File: config.mk
export PLATFORM = sky130hd
export DESIGN_NAME = latin1_to_pdf_string_escape
export DESIGN_NICKNAME = d
export VERILOG_FILES = /design/src/design/l1pdf_pkg.sv /design/src/design/latin1_to_pdf_string_escape.sv
export SDC_FILE = /design/constraint.sdc
export NUM_CORES = 1
export LEC_CHECK = 0
export BUFFER_PORTS_ARGS = -buffer_cell sky130_fd_sc_hd__buf_4
export CAP_MARGIN = 30
export CELL_PAD_IN_SITES_DETAIL_PLACEMENT = 0
export CELL_PAD_IN_SITES_GLOBAL_PLACEMENT = 1
export CORE_MARGIN = 3
export CORE_UTILIZATION = 40
export CTS_CLUSTER_SIZE = 14
export DETAILED_ROUTE_END_ITERATION = 8
export PLACE_DENSITY = 0.84
export SYNTH_ARGS = -nofsm -noshare
export SYNTH_HDL_FRONTEND = slang
export SYNTH_SLANG_ARGS = --single-unit
File: constraint.sdc
create_clock -name aclk -period 3.1 [get_ports aclk]
set_clock_uncertainty 0.15 [all_clocks]
set_input_delay 0.775 -clock aclk [delete_from_list [all_inputs] [get_ports aclk]]
set_output_delay 0.775 -clock aclk [all_outputs]
set_load 0.05 [all_outputs]
File: src/design/l1pdf_pkg.sv
// Shared constants and the Latin-1 to PDFDocEncoding mapping for the string escaper.
`default_nettype none

package l1pdf_pkg;

    localparam int BYTE_W = 8;
    localparam int POS_W  = 2;

    typedef logic [BYTE_W-1:0] byte_t;
    typedef logic [POS_W-1:0]  pos_t;

    // Position of the output byte within one escape sequence
    localparam pos_t POS_LEAD = 2'd0;
    localparam pos_t POS_LAST = 2'd3;

    localparam byte_t CH_SPACE     = 8'h20;
    localparam byte_t CH_TILDE     = 8'h7E;
    localparam byte_t CH_LPAREN    = 8'h28;
    localparam byte_t CH_RPAREN    = 8'h29;
    localparam byte_t CH_HYPHEN    = 8'h2D;
    localparam byte_t CH_BACKSLASH = 8'h5C;
    localparam byte_t CH_NUL       = 8'h00;
    localparam byte_t CH_NBSP      = 8'hA0;
    localparam byte_t CH_SHY       = 8'hAD;

    // Upper five bits of an ASCII octal digit ('0' is 0x30)
    localparam logic [4:0] DIGIT_HI = 5'b00110;

    // Latin-1 0x80..0x9F to PDFDocEncoding
    localparam byte_t HIGH_CTRL_MAP [32] = '{
        8'hA0, 8'h57, 8'h77, 8'h20, 8'h20, 8'h59, 8'h79, 8'h20,
        8'h20, 8'h20, 8'h20, 8'h20, 8'h83, 8'h92, 8'h8B, 8'h80,
        8'h8F, 8'h90, 8'h88, 8'h89, 8'h8D, 8'h8E, 8'h8C, 8'h85,
        8'h84, 8'h8A, 8'h96, 8'h9C, 8'h81, 8'h82, 8'h93, 8'h94
    };

    function automatic byte_t pdfdoc_map(input byte_t c);
        byte_t m;
        priority if (c < 8'h20) begin
            m = CH_SPACE;
        end else if (c < 8'h80) begin
            m = c;
        end else if (c < 8'hA0) begin
            m = HIGH_CTRL_MAP[c[4:0]];
        end else if (c == CH_NBSP) begin
            m = CH_SPACE;
        end else if (c == CH_SHY) begin
            m = CH_HYPHEN;
        end else begin
            m = c;
        end
        return m;
    endfunction

    // True where the mapped byte must go out as a backslash and three octal digits
    function automatic logic needs_escape(input byte_t m);
        return !((m >= CH_SPACE) && (m <= CH_TILDE) && (m != CH_LPAREN) && (m != CH_RPAREN));
    endfunction

endpackage

`default_nettype wire

File: src/design/latin1_to_pdf_string_escape.sv
// Top level of the Latin-1 to PDFDocEncoding string escaper.
`default_nettype none

// Latin-1 to PDFDocEncoding string escaper. Each input word is one Latin-1
// character; it is looked up in a 256-entry mapping ROM with a registered
// read, and the mapped byte leaves as one output word if it is
// printable (space to tilde) and not a parenthesis, or as four words
// (backslash and three octal digits, most significant first) otherwise.
// A zero input word closes the string and gives a single zero word with
// tuser set. tlast marks the final output word caused by each input word.
// Rate: one input word per cycle for bytes that pass through, while the
// output is not stalled; an escaped byte holds the ROM output register
// while its four output words go out, so the expander sets the rate for
// escaped bytes. Input reaches the first output word through the ROM read
// register, then the output register. A new word is taken in the cycle
// the last output word of the previous one moves to the output register.
module latin1_to_pdf_string_escape (
    input  wire        aclk,
    input  wire        aresetn,
    input  wire        s_tvalid,
    output logic       s_tready,
    input  wire  [7:0] s_tdata,   // [7:0] byte_in
    output logic       m_tvalid,
    input  wire        m_tready,
    output logic [7:0] m_tdata,   // [7:0] byte_out
    output logic       m_tlast,   // last_of_run
    output logic       m_tuser    // [0] end_of_string
);

    // ROM output stage: mapped byte plus the expander position
    logic                 rd_valid_reg;
    l1pdf_pkg::byte_t     rom_q_reg;
    logic                 zero_reg;
    l1pdf_pkg::pos_t      pos_reg;
    l1pdf_pkg::pos_t      pos_next;

    // Output register
    logic                 m_tvalid_reg;
    l1pdf_pkg::byte_t     m_tdata_reg;
    logic                 m_tlast_reg;
    logic                 m_tuser_reg;

    logic                 out_free;
    logic                 esc;
    logic                 cur_last;
    logic                 rd_take;
    logic                 s_accept;
    l1pdf_pkg::byte_t     cur_byte;

    assign out_free = !m_tvalid_reg || m_tready;
    assign esc      = l1pdf_pkg::needs_escape(rom_q_reg);
    assign cur_last = zero_reg || !esc || (pos_reg == l1pdf_pkg::POS_LAST);
    // ROM stage frees up when empty or when its final word goes out
    assign rd_take  = !rd_valid_reg || (out_free && cur_last);
    assign s_tready = rd_take;
    assign s_accept = s_tvalid && rd_take;

    // Byte selected for the current expander position
    always_comb begin
        if (zero_reg) begin
            cur_byte = l1pdf_pkg::CH_NUL;
        end else if (!esc) begin
            cur_byte = rom_q_reg;
        end else begin
            unique case (pos_reg)
                2'd0:    cur_byte = l1pdf_pkg::CH_BACKSLASH;
                2'd1:    cur_byte = {l1pdf_pkg::DIGIT_HI, 1'b0, rom_q_reg[7:6]};
                2'd2:    cur_byte = {l1pdf_pkg::DIGIT_HI, rom_q_reg[5:3]};
                default: cur_byte = {l1pdf_pkg::DIGIT_HI, rom_q_reg[2:0]};
            endcase
        end
    end

    // Note: cur_byte for position 1 only carries two digit bits (value 0..3)
    always_comb begin
        pos_next = pos_reg;
        if (s_accept) begin
            pos_next = l1pdf_pkg::POS_LEAD;
        end else if (rd_valid_reg && out_free && !cur_last) begin
            pos_next = pos_reg + 2'd1;
        end
    end

    // Mapping ROM with registered read; holds while the expander works
    always_ff @(posedge aclk) begin
        if (s_accept) begin
            rom_q_reg <= l1pdf_pkg::pdfdoc_map(s_tdata);
            zero_reg  <= (s_tdata == l1pdf_pkg::CH_NUL);
        end
    end

    always_ff @(posedge aclk) begin
        if (!aresetn) begin
            rd_valid_reg <= 1'b0;
            pos_reg      <= l1pdf_pkg::POS_LEAD;
        end else begin
            pos_reg <= pos_next;
            if (rd_take) begin
                rd_valid_reg <= s_tvalid;
            end
        end
    end

    always_ff @(posedge aclk) begin
        if (!aresetn) begin
            m_tvalid_reg <= 1'b0;
        end else if (out_free) begin
            m_tvalid_reg <= rd_valid_reg;
        end
    end

    always_ff @(posedge aclk) begin
        if (out_free && rd_valid_reg) begin
            m_tdata_reg <= cur_byte;
            m_tlast_reg <= cur_last;
            m_tuser_reg <= zero_reg;
        end
    end

    assign m_tvalid = m_tvalid_reg;
    assign m_tdata  = m_tdata_reg;
    assign m_tlast  = m_tlast_reg;
    assign m_tuser  = m_tuser_reg;

`ifndef NO_ASSERTIONS
    // The terminator word is a zero byte that closes its run
    a_eos_word: assert property (@(posedge aclk) disable iff (!aresetn)
        (m_tvalid && m_tuser) |-> (m_tdata == l1pdf_pkg::CH_NUL && m_tlast))
        else $error("terminator word malformed");

    // The expander only steps past the lead position for an escaped byte
    a_pos_escape: assert property (@(posedge aclk) disable iff (!aresetn)
        (rd_valid_reg && pos_reg != l1pdf_pkg::POS_LEAD) |-> (esc && !zero_reg))
        else $error("expander advanced on a plain byte");

    // A word that is not the last of its run is always followed by more of the same run
    a_run_continues: assert property (@(posedge aclk) disable iff (!aresetn)
        (m_tvalid && m_tready && !m_tlast) |=> m_tvalid)
        else $error("escape run broken off");
`endif

endmodule

`default_nettype wire
======== Yosys cells after proc, flatten, opt, wreduce, memory -nomap -nowiden ========
Memories as Yosys holds them, arrays and structs flattened.
Cells that the tools add are included.
storage, ports and cells
  ROM bits ................................ 256
  bits of input ports ..................... 12
  output and inout bits ................... 12
  memories kept ........................... 1
  flip-flop bits (word level) ............. 23
memory list
  name              depth  width  rd ports  clocked after Yosys merged registers in  wr ports  line             RTL
  (name not given)  32     8      1         0                                        0         l1pdf_pkg.sv:44  m = HIGH_CTRL_MAP[c[4:0]];
operators by class
  $add $sub $neg .......................... 1
  bitwise gates (word level) .............. 2
  mux-type cells .......................... 8
  magnitude comparators ................... 6
  eq/ne operators ......................... 7
  reductions and logical operators ........ 17
operators with widths
  cell                                                                number
  2-to-1 mux 8 bit                                                    7
  case mux 7 bit (3 select lines)                                     1
  equality test 8 bit (second input constant)                         2
  less-than comparator 8 bit (second input constant)                  2
  inequality test 8 x 6 -> 1 bit (second input constant)              2
  greater-or-equal comparator 8 x 6 -> 1 bit (second input constant)  1
  less-or-equal comparator 8 x 7 -> 1 bit (second input constant)     1
  zero test 8 bit                                                     1
  less-than comparator 8 x 6 -> 1 bit (second input constant)         1
  logical AND 1 bit                                                   7
  greater-or-equal comparator 6 bit (second input constant)           1
  inverter 5 -> 6 bit                                                 1
  equality test 2 bit (second input constant)                         2
  logical OR 1 bit                                                    4
  zero test 1 bit                                                     3
  adder 2 x 1 -> 2 bit (second input constant)                        1
  equality test 2 x 1 -> 1 bit (second input constant)                1
  zero test 2 bit                                                     1
  OR reduction 2 bit                                                  1
  inverter 1 bit                                                      1

======== Depth between registers and ports, before layout ========
Gate-level depths: netlist of the first run.
  depth after elaboration ................. 10
  depth in mapped cells ................... 6
  mapped depth without buffers ............ 6

======== Least setup slack after synthesis of the first run ========
No wires, ideal clock.
  kind .................................... flip-flop to output port
  start ................................... reg rom_q_reg[3]
  end ..................................... out s_tready
  data arrival time ....................... 2.004 ns
  path slack .............................. 0.171 ns
  stages on the path, launching flop included .. 6
  path through ............................ edfxtp_1 > or4b_1 > and3_4 > buf_6 > nor4_1 > o21ai_0
between the ends
  cells in the longest elaborated chain, start to end .. 8
  elaborated cells on any way between the ends .. 11
  classes of those cells .................. order compare: 2; eq/ne: 2; reduce/logical: 7
ends and longest elaborated chain
  what                                                                                                   line                               RTL
  from (decl)                                                                                            latin1_to_pdf_string_escape.sv:32  l1pdf_pkg::byte_t rom_q_reg;
  from (signal assigned)                                                                                 latin1_to_pdf_string_escape.sv:87  rom_q_reg <= l1pdf_pkg::pdfdoc_map(s_tdata);
  greater-or-equal comparator 8 x 6 -> 1 bit or less-or-equal comparator 8 x 7 -> 1 bit (tied branches)  l1pdf_pkg.sv:57                    return !((m >= CH_SPACE) && (m <= CH_TILDE) && (m != CH_LPAREN) && (m != CH_RPAREN));
  logical AND 1 bit (2 in series)                                                                        l1pdf_pkg.sv:57
  logical AND 1 bit *                                                                                    l1pdf_pkg.sv:57
  logical OR 1 bit * (2 in series)                                                                       latin1_to_pdf_string_escape.sv:52  assign cur_last = zero_reg || !esc || (pos_reg == l1pdf_pkg::POS_LAST);
  logical AND 1 bit *                                                                                    latin1_to_pdf_string_escape.sv:54  assign rd_take = !rd_valid_reg || (out_free && cur_last);
  logical OR 1 bit *                                                                                     latin1_to_pdf_string_escape.sv:54
  to (decl)                                                                                              latin1_to_pdf_string_escape.sv:21  output logic s_tready,
Mark *: on every way between the ends. The rest lies on a longest branch, timed or not.

======== Final worst setup path of the first run ========
  start ................................... reg rom_q_reg[4]
  end ..................................... out s_tready
The elaborated chain is that of the path after synthesis.

==> metrics.md, run 1 <==
| Metric | Value |
|---|---|
| Dominant synthesized flop cell | edfxtp_1 |
| CP required | 2.17 ns |
| Fin Hold WS | 0.419 ns |
| P&R area growth vs syn | 17.1% |
| Post-route ant nets | 0 |
| Mapped Avg Cell Area | 9.93 sq um |
| Initial antenna violation count | 0 |
| Vias | 1236 |
| Vias/cell | 5.67 |
| Inst Count DP | 214 |
| Post-synth EDFFs | 19 |
| GR Overflow Total | 0 |
| CP Max Fanout | 7 |
| Post CTS Setup Buffer Count | 0 |
| # diodes | 0 |
| Final Hold Viols | 0 |
| Total GRT Usage | 14.2% |
| Fin. max-slew vios | 0 |
| CTS tree | built |
| Worst hold path endpoint | m_tvalid$_SDFFE_PN0N_ |
| Largest net degree at the start of global routing | 18 |
| Post-synth top area cell | edfxtp_1 |
| Seq pwr share | 52.0% |
| Worst R2R Start | rom_q_reg[4]$_SDFFCE_PN0P_ |
| Setup_tns | 0 ns |
| Synth unique cells | 44 |
| Final setup vio count | 0 |
| Fin cells | 218 |
| Global-route wire length before repair | 4.97 mm |
| FF-to-FF path depth | 3 |
| Leakage | 0.656 nW |
| Synthesized net count | 171 |
| Initial DRT Pass Iterations | 5 |
| Cell count after synthesis | 150 |
| Iteration-0 DRC Markers | 42 |
| Kind of end point of the critical path | primary output |
| Yosys warnings | 0 |
| Final core occ | 50.3% |
| Clock Path Buffers | 2 |
| Status | completed |
| Peak Freq | 344 MHz |
| Crit path DAT | 1.98 ns |
| Slew HR | 50.0% |
| # rows | 21 |
| CTS Buf Count | 3 |
| MaxCap Viol Count | 0 |
| Setup CP Type | reg -> out |
| Sequential area share after synthesis | 43.7% |
| Clock root buffer | clkbuf_8 |
| Psw | 0.206 mW |
| Min-Delay Path Class | reg -> reg |
| Min-Delay Path Depth | 2 |
| Core area | 0.00347 sq mm |
| Remaining DRCs | 0 |
| Die X | 67.0 um |
| Internal Power | 0.514 mW |
| Worst vdd ir | 0.000191 V |
| Die footprint | 0.00449 sq mm |
| H-tree Lvls | 1 |
| Mapped Area | 0.00149 sq mm |
| Logic gate share of total power | 23.4% |
| Slew @ Worst Pin | 0.748 ns |
| RePlAce Congestion | 0.858 |
| Flop2flop setup slack | 1.03 ns |
| Fin crit share | 93.8% |
| Power per standard cell area | 412 mW/mm^2 |
| Post-cts resize count | 0 |
| Worst-Skew Late Latency | 0.25 ns |
| Final wirelength | 2.92 mm |
| Port Buf Inserts | 23 |
| Clock net sink count | 23 |
| DP HPWL | 2.23 mm |
| Share of layout cells above drive strength 1 | 21.5% |
| Average wire per standard cell | 13.4 um |
| Hold buffer count at CTS | 0 |
| Startpoint Class | register |
| Reg clk slew, reported paths | 0.08 ns |
| Critical R2R Capture | rom_q_reg[2]$_SDFFCE_PN0P_ |
| RSZ-0062 raised after global routing | false |
| Nets@finish | 194 |
| Top cell type's share of synthesized area | 38.3% |
| Post-synth ARST share | 0% |
| Final Critical Period | 2.91 ns |
| Sw frac | 28.6% |
| Clock group share of total power | 24.6% |
| Synth area leaders | edfxtp_1 (38%), ha_1 (7.6%), dfxtp_1 (5.4%), a21oi_1 (3.0%), o21ai_0 (3.0%) |
| # IOs | 24 |
| Vias in the first global route | 1153 |
| Starting Density | 43.0% |
| Chip height | 67.0 um |
| #FFs+latches synth | 23 |
| Hold Path Origin | rd_valid_reg$_SDFFE_PN0P_ |
cells in the final DEF, fill, tap and decap left out, types with 4 or more instances in the layout:
master	n
nand2_1	10
inv_1	8
a211oi_1	4
a21oi_1	9
edfxtp_1	19
nand3_1	4
o21ai_0	9
ha_1	9
dfxtp_1	4
nor2b_1	7
nor2_1	11
buf_4	23
power by group through the flow:
| stage | logic, mW | registers [mW] | clock network [mW] |
|---|---|---|---|
| after global routing | 0.185 | 0.376 | 0.203 |
| after CTS | 0.168 | 0.374 | 0.183 |
| after detailed placement | 0.167 | 0.381 | 0 |
| after global placement | 0.165 | 0.380 | 0 |
| final | 0.169 | 0.374 | 0.177 |
| after floorplan | 0.0876 | 0.410 | 0 |
final cells by class:
cell class              count  area (sq um)
clock buffers               4          45.0
multi-input cells         114           790
well taps                  46          57.6
fillers                   328          1720
flip-flops and latches     23           651
inverters                   8          30.0
repair buffers             23           173
metal layers:
metal | wire length (um) | vias up | part of all wire (%) | global-route usage [%]
met5 | 0 | - | 0 | 0
met4 | 27 | 0 | 0.92 | 5.82
met3 | 140 | 2 | 4.8 | 1.18
met2 | 1410 | 41 | 48 | 23.4
met1 | 1340 | 579 | 46 | 18.9
li1 | - | 614 | - | -
metrics by stage:
step / instance area (sq um) / power (mW) / setup slack (ns)
finish: 1750 / 0.719 / 0.192
global route: 1750 / 0.765 / 0.0640
CTS: 1740 / 0.725 / 0.103
detailed placement: 1690 / 0.548 / 0.395
global placement: 1690 / 0.545 / 0.458
floorplan: 1490 / 0.497 / 0.171
how the worst max path moves through the flow:
stage | cells after the start | to | slack [ns] | start
after floorplan | 5 | s_tready | 0.17 | rom_q_reg[3]$_SDFFCE_PN0P_
after global placement | 5 | s_tready | 0.46 | rom_q_reg[4]$_SDFFCE_PN0P_
after detailed placement | 5 | s_tready | 0.39 | rom_q_reg[4]$_SDFFCE_PN0P_
after CTS | 5 | s_tready | 0.10 | rom_q_reg[4]$_SDFFCE_PN0P_
after global routing | 5 | s_tready | 0.06 | rom_q_reg[4]$_SDFFCE_PN0P_
final | 5 | s_tready | 0.19 | rom_q_reg[4]$_SDFFCE_PN0P_
logic make-up after synthesis:
kind of cell | share of synthesized area, %
AO/OA/AOI/OAI | 22.2
adder cells (fa/ha/maj) | 7.56
buffers and inverters | 3.78
flip-flops | 43.7
multiplexers | 2.85
other | 0.252
AND/OR/NAND/NOR | 19.7
Yosys cell counts (2+ instances only):
cell type,instances
clkbuf_1,4
nand2_1,10
inv_1,8
a22oi_1,3
edfxtp_1,19
and3_1,3
nand3_1,4
nor2_1,11
nor3b_1,2
mux2i_1,2
a211oi_2,2
a21oi_1,9
o21ai_0,9
mux2_2,2
a21boi_0,3
a211oi_1,4
nor2b_1,7
a31oi_1,3
dfxtp_1,4
a31o_2,2
o22ai_1,2
nor4_1,3
ha_1,9
nand4_1,2
or3_1,3
o311ai_0,2
worst max-delay path, stage by stage, from the launching register on:
cell	delay [ns]
edfxtp_1	0.43
or4b_1	0.57
and3_4	0.23
nor4_2	0.17
o21ai_0	0.12
buf_4	0.21
Note: power is estimated with default switching activity, not from simulation.
==> run 2, diff against run 1 <==
- PLACE_DENSITY: 0.84 -> 0.76
==> run 2 against run 1 <==
Routed wire length is 3.1% higher. Critical path depth stayed put. Die area stayed put. First-iteration DRC count is 43% higher. Clock-buffer cell count is 1 lower. Clock power is 4% higher. Combinational power hardly changed. Setup slack worse by 0.014 ns. Cell area hardly changed. Utilization hardly changed. Hold slack worse by 0.0015 ns. Highest routed layer unchanged. Register-to-register slack worse by 0.02 ns.
==> metrics.md, run 2 (synthesis results as in run 1) <==
| Metric | Value |
|---|---|
| Status | completed |
| CP Max Fanout | 7 |
| Total GRT Usage | 14.4% |
| H-tree Lvls | 1 |
| Final Hold Viols | 0 |
| Reg clk slew, reported paths | 0.08 ns |
| Crit path DAT | 2.00 ns |
| Starting Density | 43.0% |
| Fin crit share | 94.3% |
| Power per standard cell area | 417 mW/mm^2 |
| Die X | 67.0 um |
| Final worst slack | 0.178 ns |
| Clock Path Buffers | 2 |
| P&R area growth vs syn | 17.2% |
| Remaining DRCs | 0 |
| Final wirelength | 3.01 mm |
| Chip height | 67.0 um |
| Critical R2R Capture | zero_reg$_DFFE_PP_ |
| DP HPWL | 2.32 mm |
| Hold Path Origin | rd_valid_reg$_SDFFE_PN0P_ |
| Final Critical Period | 2.92 ns |
| Largest net degree at the start of global routing | 18 |
| Post-Place Worst Slack | 0.408 ns |
| FF-to-FF path depth | 3 |
| Clock root buffer | clkbuf_8 |
| Post-layout instance area | 0.00175 sq mm |
| Startpoint Class | register |
| # rows | 21 |
| GR Overflow Total | 0 |
| Clock net sink count | 23 |
| MaxCap Viol Count | 0 |
| Fin. max-slew vios | 0 |
| Flop2flop setup slack | 1.01 ns |
| # diodes | 0 |
| Share of layout cells above drive strength 1 | 22.1% |
| Kind of end point of the critical path | primary output |
| CP required | 2.17 ns |
| Post CTS Setup Buffer Count | 0 |
| Initial DRT Pass Iterations | 4 |
| Min-Delay Path Depth | 2 |
| Global-route wire length before repair | 4.89 mm |
| Nets@finish | 194 |
| Worst hold path endpoint | m_tvalid$_SDFFE_PN0N_ |
| Worst R2R Start | rom_q_reg[4]$_SDFFCE_PN0P_ |
| RSZ-0062 raised after global routing | false |
| CTS Buf Count | 3 |
| Most frequent cells in the layout | buf_4 (23), edfxtp_1 (19), nor2_1 (11) |
| Inst Count DP | 214 |
| Area after DPL | 0.00169 sq mm |
| Port Buf Inserts | 23 |
| Initial antenna violation count | 0 |
| Iteration-0 DRC Markers | 60 |
| Worst-Skew Late Latency | 0.26 ns |
| Fin cells | 218 |
| CTS tree | built |
| Die footprint | 0.00449 sq mm |
| Slew @ Worst Pin | 0.802 ns |
| Setup CP Type | reg -> out |
| Post-route ant nets | 0 |
| Core area | 0.00347 sq mm |
| Vias | 1210 |
| RePlAce Congestion | 0.851 |
| Peak Freq | 342 MHz |
| Vias/cell | 5.55 |
| Leakage | 0.659 nW |
| Average wire per standard cell | 13.8 um |
| Final setup vio count | 0 |
| Worst vdd ir | 0.000185 V |
| Setup_tns | 0 ns |
| Most common cell after layout, fill and taps aside | buf_4 |
| Slew HR | 46.4% |
| Min-Delay Path Class | reg -> reg |
| # IOs | 24 |
| Final total power | 0.729 mW |
| Vias in the first global route | 1076 |
[run 2: cell count changes in the layout (fill, tap and decap cells not counted)]
cell / previous run / this run
clkbuf_1: 1 / 0
clkinv_2: 0 / 1
[run 2: worst max path at each step]
| stage | from | end | slack (ns) | cells after the start |
|---|---|---|---|---|
| 2_1_floorplan | rom_q_reg[3]$_SDFFCE_PN0P_ | s_tready | 0.17 | 5 |
| 3_3_place_gp | rom_q_reg[4]$_SDFFCE_PN0P_ | s_tready | 0.45 | 5 |
| 3_5_place_dp | rom_q_reg[4]$_SDFFCE_PN0P_ | s_tready | 0.41 | 5 |
| 4_1_cts | rom_q_reg[4]$_SDFFCE_PN0P_ | s_tready | 0.10 | 5 |
| 5_1_grt | rom_q_reg[4]$_SDFFCE_PN0P_ | s_tready | 0.03 | 5 |
| 6_report | rom_q_reg[4]$_SDFFCE_PN0P_ | s_tready | 0.18 | 5 |
[run 2: layout make-up]
type,instances,area [sq um]
clock buffers,3,41.3
clock inverters,1,5.00
fillers,315,1720
inverters,8,30.0
multi-input cells,114,790
flip-flops and latches,23,651
well taps,46,57.6
repair buffers,23,173
[run 2: where the power goes]
group | internal [mW] | total, mW | switching, mW
logic | 0.0615 | 0.170 | 0.109
registers | 0.361 | 0.374 | 0.0133
clock network | 0.0897 | 0.184 | 0.0945
total | 0.512 | 0.729 | 0.217
[run 2: what timing repair did]
item	4_1_cts	5_1_grt
resized for setup	0	1
endpoints found under the hold margin	0	0
hold buffers	0	0
endpoints found under the setup margin	0	1
[run 2: stage by stage]
step / utilization (%) / hold WS (ns)
3_5_place_dp: 48.8 / 0.403
5_1_grt: 50.4 / 0.449
4_1_cts: 50.2 / 0.414
6_report: 50.4 / 0.417
3_3_place_gp: 48.8 / 0.387
2_1_floorplan: - / 0.274
[run 2: critical path, stage by stage (launching register included)]
cell and delay (ns):
edfxtp_1 0.43, or4b_1 0.57, and3_4 0.23, nor4_2 0.18, o21ai_0 0.11, buf_4 0.20
[run 2: routing by layer]
metal | GRT usage (%) | share of wire [%] | vias to the layer above
li1 | - | - | 612
met1 | 20.2 | 48 | 542
met2 | 20.2 | 45 | 52
met3 | 3.37 | 6.1 | 4
met4 | 7.09 | 1.0 | 0
met5 | 0 | 0 | -
